## config.mk

```make
export PLATFORM = sky130hd
export DESIGN_NAME = pwd_turn_accum
export DESIGN_NICKNAME = d
export VERILOG_FILES = /design/src/rtl/core/pwd_pkg.sv /design/src/rtl/core/pwd_turn_accum.sv
export SDC_FILE = /design/constraint.sdc
export NUM_CORES = 1
export LEC_CHECK = 0
export BUFFER_PORTS_ARGS = -buffer_cell sky130_fd_sc_hd__buf_2
export CAP_MARGIN = 20
export CORE_MARGIN = 2
export CORE_UTILIZATION = 60
export CTS_BUF_LIST = sky130_fd_sc_hd__clkbuf_16
export CTS_CLUSTER_SIZE = 30
export DETAILED_ROUTE_END_ITERATION = 10
export PLACE_DENSITY = 0.77
export SYNTH_ARGS = -nofsm -noshare
export SYNTH_HDL_FRONTEND = slang
export SYNTH_SLANG_ARGS = --single-unit
```

## constraint.sdc

```tcl
create_clock -name clk -period 15.5 [get_ports clk]
set_clock_uncertainty 0.15 [all_clocks]
set_input_delay 1.55 -clock clk [delete_from_list [all_inputs] [get_ports clk]]
set_output_delay 1.55 -clock clk [all_outputs]
set_load 0.01 [all_outputs]
```

## src/rtl/core/pwd_pkg.sv

```systemverilog
// ----------------------------------------------------------------------------
// pwd_pkg
// Shared widths, types and the arctangent table for the winding direction
// block.
// ----------------------------------------------------------------------------
package pwd_pkg;

    localparam int COORD_WIDTH   = 24;
    localparam int ANGLE_WIDTH   = 16;
    localparam int CORDIC_STAGES = 16;

    localparam int CW        = COORD_WIDTH + 4;
    localparam int ZW        = 32;
    localparam int SHIFT_W   = (CORDIC_STAGES > 1) ? $clog2(CORDIC_STAGES) : 1;
    localparam int TURN_W    = 32;

    localparam logic signed [TURN_W-1:0] TURN_LIMIT =
        TURN_W'((2 ** ANGLE_WIDTH) + ((2 ** ANGLE_WIDTH) + 100) / 200);
    localparam logic signed [TURN_W-1:0] TURN_MAX = {1'b0, {(TURN_W-1){1'b1}}};
    localparam logic signed [TURN_W-1:0] TURN_MIN = {1'b1, {(TURN_W-1){1'b0}}};
    localparam logic [ZW-1:0] HALF_TURN = {1'b1, {(ZW-1){1'b0}}};
    localparam logic [ZW-1:0] ROUND_HALF = ZW'(1) << (ZW - 1 - ANGLE_WIDTH);

    typedef struct packed {
        logic                 valid;
        logic                 last;
        logic                 zero;
        logic signed [CW-1:0] x;
        logic signed [CW-1:0] y;
        logic [ZW-1:0]        z;
    } cell_t;

    typedef struct packed {
        logic                   valid;
        logic                   last;
        logic [ANGLE_WIDTH-1:0] heading;
    } hdg_t;

    function automatic logic [ZW-1:0] atan_entry(input logic [SHIFT_W-1:0] idx);
        logic [ZW-1:0] r;
        unique case (5'(idx))
            5'd0:    r = 32'd536870912;
            5'd1:    r = 32'd316933406;
            5'd2:    r = 32'd167458907;
            5'd3:    r = 32'd85004756;
            5'd4:    r = 32'd42667331;
            5'd5:    r = 32'd21354465;
            5'd6:    r = 32'd10679838;
            5'd7:    r = 32'd5340245;
            5'd8:    r = 32'd2670163;
            5'd9:    r = 32'd1335087;
            5'd10:   r = 32'd667544;
            5'd11:   r = 32'd333772;
            5'd12:   r = 32'd166886;
            5'd13:   r = 32'd83443;
            5'd14:   r = 32'd41722;
            5'd15:   r = 32'd20861;
            5'd16:   r = 32'd10430;
            5'd17:   r = 32'd5215;
            5'd18:   r = 32'd2608;
            5'd19:   r = 32'd1304;
            5'd20:   r = 32'd652;
            5'd21:   r = 32'd326;
            5'd22:   r = 32'd163;
            5'd23:   r = 32'd81;
            default: r = '0;
        endcase
        return r;
    endfunction

endpackage

```

## src/rtl/core/pwd_turn_accum.sv

```systemverilog
// ----------------------------------------------------------------------------
// pwd_turn_accum
// Wrapped heading change, saturating turn total and the result register.
// ----------------------------------------------------------------------------
module pwd_turn_accum (
    input  logic               clk,
    input  logic               rst_n,
    input  logic               advance,
    input  pwd_pkg::hdg_t      hdg,
    input  logic               y_axis_down,
    input  logic               res_ready,
    output logic               res_valid,
    output logic               clockwise,
    output logic signed [pwd_pkg::TURN_W-1:0] total_turn,
    output logic               turn_out_of_range
);
    import pwd_pkg::*;

    logic [ANGLE_WIDTH-1:0]    first_reg;
    logic [ANGLE_WIDTH-1:0]    prev_reg;
    logic signed [TURN_W-1:0]  acc_reg;
    logic                      inside_reg;
    logic                      res_valid_reg;
    logic signed [TURN_W-1:0]  total_reg;

    logic [ANGLE_WIDTH-1:0]    first_used;
    logic [ANGLE_WIDTH-1:0]    d_step;
    logic [ANGLE_WIDTH-1:0]    d_close;
    logic signed [TURN_W:0]    sum_step;
    logic signed [TURN_W:0]    sum_close;
    logic signed [TURN_W-1:0]  acc_step;
    logic signed [TURN_W-1:0]  acc_close;
    logic                      take;

    function automatic logic signed [TURN_W-1:0] sat(input logic signed [TURN_W:0] s);
        logic signed [TURN_W-1:0] r;
        if (s[TURN_W] != s[TURN_W-1])
            r = s[TURN_W] ? TURN_MIN : TURN_MAX;
        else
            r = s[TURN_W-1:0];
        return r;
    endfunction

    assign take       = advance && hdg.valid;
    assign first_used = inside_reg ? first_reg : hdg.heading;

    // half turn exactly wraps to minus a half turn
    assign d_step  = hdg.heading - prev_reg;
    assign d_close = first_used - hdg.heading;

    assign sum_step  = inside_reg ? ((TURN_W+1)'(acc_reg) + (TURN_W+1)'(signed'(d_step)))
                                  : '0;
    assign acc_step  = sat(sum_step);
    assign sum_close = (TURN_W+1)'(acc_step) + (TURN_W+1)'(signed'(d_close));
    assign acc_close = sat(sum_close);

    always_ff @(posedge clk or negedge rst_n)
    begin
        if (!rst_n)
        begin
            first_reg     <= '0;
            prev_reg      <= '0;
            acc_reg       <= '0;
            inside_reg    <= 1'b0;
            res_valid_reg <= 1'b0;
        end
        else
        begin
            if (res_valid_reg && res_ready)
            begin
                res_valid_reg <= 1'b0;
            end
            if (take)
            begin
                if (hdg.last)
                begin
                    first_reg     <= '0;
                    prev_reg      <= '0;
                    acc_reg       <= '0;
                    inside_reg    <= 1'b0;
                    res_valid_reg <= 1'b1;
                end
                else
                begin
                    first_reg  <= first_used;
                    prev_reg   <= hdg.heading;
                    acc_reg    <= acc_step;
                    inside_reg <= 1'b1;
                end
            end
        end
    end

    always_ff @(posedge clk)
    begin
        if (take && hdg.last)
        begin
            total_reg <= acc_close;
        end
    end

    assign res_valid         = res_valid_reg;
    assign total_turn        = total_reg;
    assign clockwise         = y_axis_down ? !total_reg[TURN_W-1] : total_reg[TURN_W-1];
    assign turn_out_of_range = (total_reg > TURN_LIMIT) || (total_reg < -TURN_LIMIT);
endmodule
```

Yosys cells after proc, flatten, opt, wreduce, memory -nomap -nowiden
Index checks and enable logic that the tools add are counted.

storage, ports and cells
  bits in registers = 98
  latch bits = 0
  memory bits (writable) = 0
  memory bits (read-only) = 0
  input bits = 23
  output and inout port bits = 35
  word-level logic and storage cells = 33
  memories = 0

cells by class
  add/subtract/negate cells = 4
  multiply operators = 0
  div/mod/pow operators = 0
  magnitude comparators = 2
  equality and inequality tests = 2
  shift-type cells = 0
  muxes and demuxes = 14
  bitwise operators = 0
  reduce and logical (&&, ||, !) cells = 5

operator list
  cell                                                                     count
  32-bit two-way mux                                                       5
  32-bit by 16-bit adder with 33-bit output                                2
  16-bit two-way mux                                                       3
  33-bit two-way mux                                                       1
  32-bit by 18-bit > comparator with 1-bit output (second input constant)  1
  32-bit by 18-bit < comparator with 1-bit output (second input constant)  1
  16-bit subtractor                                                        2
  1-bit two-way mux                                                        5
  1-bit logical AND                                                        3
  1-bit inequality test                                                    2
  1-bit zero test                                                          1
  1-bit logical OR                                                         1

Longest topological paths before layout
  word-level depth = 8
  gate-level depth with buffers = 36
  depth with buffers taken out = 34

Worst setup path after synthesis
No wires, ideal clock.

  path type = input to register
  start = input hdg[1] (netlist bit)
  end = register total_reg[28], in the netlist total_turn[28] (data pin)
  setup time = 0.265 ns
  data arrival time = 8.405 ns
  data required time = 15.085 ns
  setup slack = 6.680 ns
  stages = 31
  path buffers = 1
  cells stage by stage = ha_1 > nor2b_1 > o21a_1 > o21ai_0 > a21oi_1 > o2111ai_1 > a31oi_1 > a41o_1 > nor4_1 > a311o_1 > ha_1 > a21oi_1 > a21boi_0 > and4_1 > and2_1 > a211oi_1 > o211a_1 > nand3_1 > a21oi_4 > buf_4 > nor2_1 > ha_1 > and2_1 > a221oi_1 > o211a_1 > nand3_1 > a31oi_1 > o21ai_0 > mux2_2 > nand3_1 > maj3_1

on the way
  word-level cells in the longest chain between the ends = 8
  elaborated cells on any way between the ends = 12
  those cells by class = add/sub: 4; eq/ne: 2; mux: 6

ends and longest elaborated chain
  item                                                         RTL line                                    text
  start, declared                                              pwd_turn_accum.sv:9                         input pwd_pkg::hdg_t hdg,
  16-bit subtractor                                            pwd_turn_accum.sv:48                        assign d_step = hdg.heading - prev_reg;
  32-bit by 16-bit adder with 33-bit output                    pwd_turn_accum.sv:51                        assign sum_step = inside_reg ? ((TURN_W+1)'(acc_reg) + (TURN_W+1)'(signed'(d_step)))
  33-bit two-way mux                                           pwd_turn_accum.sv:51
  32-bit two-way mux or 1-bit inequality test (tied branches)  pwd_turn_accum.sv:38, pwd_turn_accum.sv:37
  32-bit two-way mux                                           pwd_turn_accum.sv:37                        if (s[TURN_W] != s[TURN_W-1])
  32-bit by 16-bit adder with 33-bit output *                  pwd_turn_accum.sv:54                        assign sum_close = (TURN_W+1)'(acc_step) + (TURN_W+1)'(signed'(d_close));
  32-bit two-way mux or 1-bit inequality test (tied branches)  pwd_turn_accum.sv:38, pwd_turn_accum.sv:37
  32-bit two-way mux *                                         pwd_turn_accum.sv:37
  net acc_close[28]                                            pwd_turn_accum.sv:32                        logic signed [TURN_W-1:0] acc_close;
  end signal, assigned                                         pwd_turn_accum.sv:98                        total_reg <= acc_close;
  end, declared                                                pwd_turn_accum.sv:24                        logic signed [TURN_W-1:0] total_reg;

The timed path passes the listed nets; every way through them passes the cells marked *.
A chain may end at the register's enable or synchronous reset.

Worst setup path after layout
  start = input hdg[1] (netlist bit)
  end = register total_reg[20], in the netlist total_turn[20] (data pin)

The elaborated chain is that of the path after synthesis.

==> flow_metrics.tcl <==
set metrics [dict create \
    setup_viol 0 \
    h-tree-depth 3 \
    hold_viol_final 0 \
    ios 58 \
    critPathMaxFanout 35 \
    grt_overflow 0 \
    multiInputGateArea_sq_um 6030 \
    io_buffers 57 \
    max_cap_violations 0 \
    grt_max_degree 83 \
    wirelength_mm 23.4 \
    post-cts-setup-buffer-count 0 \
    start_util 0.620 \
    setup.worst_path.start_class "input pin" \
    clock_sinks 98 \
    power_frac_clock 0.132 \
    p_per_area_nw_per_um2 188 \
    cts_buffer_depth 2 \
    antenna_found_initial 0 \
    num-nets-final 1244 \
    fin_setup_tns_ns 0 \
    areaGrowthSynthToFinish_pct 7.89 \
    die_height_um 127 \
    p_seq_frac 0.219 \
    cts_buffers 9 \
    crit_required_ns 15.55 \
    syn_area_sq_um 9090 \
    first_global_vias 7957 \
    status "finished clean" \
    critPathArrivalTime_ns 10.81 \
    yosys_warnings 0 \
    gr-usage-all-layers 0.296 \
    slowest_delay_ns 0.84 \
    endpoint_kind "flop" \
    core_area_sq_um 14600 \
    layout_min_cycle_time_ns 10.75 \
    cts-root-buf "clkbuf_16" \
    drt_pass1_iterations 5 \
    fillCellCount 1235 \
    crit_slowest_cell "a21oi_4" \
    clkLatencyLatePin_ns 0.36 \
    period_share 0.694 \
    synth_nets 1208 \
    relSlewSlack 0.349 \
    finalNonFillerCells 1309 \
    fin_util 0.669 \
    gp_congestion 0.891 \
    drcViolationCount 0 \
    fin_hold_ws_ns 0.331 \
    synth_edf_count 32 \
    num_antenna_cells 0 \
    yosysSeqAreaShare 0.288 \
    avgSynthCellArea_sq_um 8.38 \
    worst_pin_slew_ns 0.975 \
    grt_pass1_wl_mm 38.7 \
    async_flop_share 0.673 \
    drive_gt1_frac 0.0933 \
    min_path_type "reg -> reg" \
    path_clk_slew_ns 0.07 \
    swShare 0.466 \
    final_max_slew_viol_count 0 \
    ys_ff_latch 98 \
    synth.distinct_cells 73 \
    p_switching_w 0.000857 \
    cts_tree "done" \
    fmax_mhz 93.0 \
    postRouteAntennaNets 0 \
    ys.flop_type "dfrtp_1" \
    ir_drop_v 0.000101 \
    combPwrFrac 0.649 \
    die-area_sq_um 16100 \
    rows 44 \
    dp_hpwl_mm 17.3 \
    via_per_inst 6.25 \
    path_class "in -> reg" \
    drt_iter0_drc 592 \
    ctsHoldBuffers 0 \
    p_leak_nw 4.50 \
    via_count 8175 \
    post_cts_resized 0 \
    rsz0062_at_grt "false" \
    dp.cells 1292 \
    wl_per_cell_um 17.8 \
    netlist_instances 1084 \
    die_w_um 127 \
    regArea_sq_um 2610 \
    p_int_w 0.000983 \
]
stage by stage:
step                area (sq um)  power (W)  setup slack [ns]
global route                9800    0.00199              3.88
CTS                         9800    0.00183              4.79
detailed placement          9480    0.00157              4.57
finish                      9800    0.00184              4.75
floorplan                   9090    0.00131              6.68
global placement            9480    0.00155              4.81
cells by family after synthesis:
logic type	synth area share
buffers and inverters	0.0493
AOI/OAI and AO/OA	0.259
and+or+nand+nor	0.171
muxes	0.00344
adders and majority gates	0.153
xor gates and xnor gates	0.0760
DFF	0.288
cell usage in the layout, fill, tap and decap left out, types with 10 or more instances in the layout:
master and count:
a211oi_1 17, a21o_1 26, a21oi_1 69, a22o_1 16, buf_2 57, dfrtp_1 66, edfxtp_1 32, ha_1 97
inv_1 73, maj3_1 10, nand2_1 120, nand3_1 24, nand4_1 12, nor2_1 73, nor2b_1 10, nor3_1 46
o21a_1 11, o21ai_0 88, o21bai_1 10, o31ai_1 33, xnor2_1 51, xor2_1 26
worst paths after layout:
path                       depth (start not counted)                       end  slack [ns]                    start
hold / removal                                     2   prev_reg[3]$_DFFE_PN0P_        0.33  prev_reg[3]$_DFFE_PN0P_
setup / recovery                                  31  total_turn[20]$_DFFE_PP_        4.75                   hdg[1]
min in group asynchronous                          2   acc_reg[22]$_DFFE_PN0P_        1.25                    rst_n
hold reg to reg                                    2   prev_reg[3]$_DFFE_PN0P_        0.33  prev_reg[3]$_DFFE_PN0P_
setup reg to reg                                  31  total_turn[20]$_DFFE_PP_        5.63  prev_reg[1]$_DFFE_PN0P_
max in group asynchronous                          2    acc_reg[4]$_DFFE_PN0P_       13.37                    rst_n
worst max-delay path, delay by kind of cell:
| kind | cells | cell delay (ns) |
|---|---|---|
| xor+xnor | 1 | 0.60 |
| simple gates | 7 | 1.70 |
| compound gates | 19 | 5.73 |
| buf+inv | 1 | 0.11 |
| fa+ha+maj | 3 | 1.08 |
cell type report:
cell class | count | area share
Inverter | 71 | 0.0272
Sequential cell | 98 | 0.266
Timing Repair Buffer | 66 | 0.0360
Clock buffer | 9 | 0.0230
Tap cell | 184 | 0.0235
Clock inverter | 7 | 0.00893
Multi-Input combinational cell | 874 | 0.615
cells in the mapped netlist, drive strengths merged (11+ instances only):
cell type  instances  area [sq um]
a211oi            18           140
nand3             24           120
nor3              46           230
a21oi             72           379
a22o              16           140
clkbuf            29           109
nor2              74           280
edfxtp            32           961
ha                97          1210
dfrtp             66          1650
o21a              11          82.6
inv               71           267
nand2            121           454
xnor2             52           463
buf               12          72.6
nand4             12          75.1
o31ai             33           248
xor2              26           228
a21o              26           195
o21ai             90           450
routing by layer:
layer | part of all wire | global-route usage
met5 | 0 | 0
met4 | 0.029 | 0.113
met3 | 0.040 | 0.0289
met2 | 0.48 | 0.512
met1 | 0.45 | 0.385
power groups by stage:
| stage | Clock, W | Sequential [W] | Combinational, W |
|---|---|---|---|
| 5_1_grt | 0.000252 | 0.000408 | 0.00133 |
| 3_5_place_dp | 0 | 0.000406 | 0.00117 |
| 4_1_cts | 0.000245 | 0.000402 | 0.00118 |
| 6_report | 0.000243 | 0.000402 | 0.00119 |
| 2_1_floorplan | 0 | 0.000409 | 0.000900 |
| 3_3_place_gp | 0 | 0.000405 | 0.00115 |
Power figures use the tool's default switching activity.
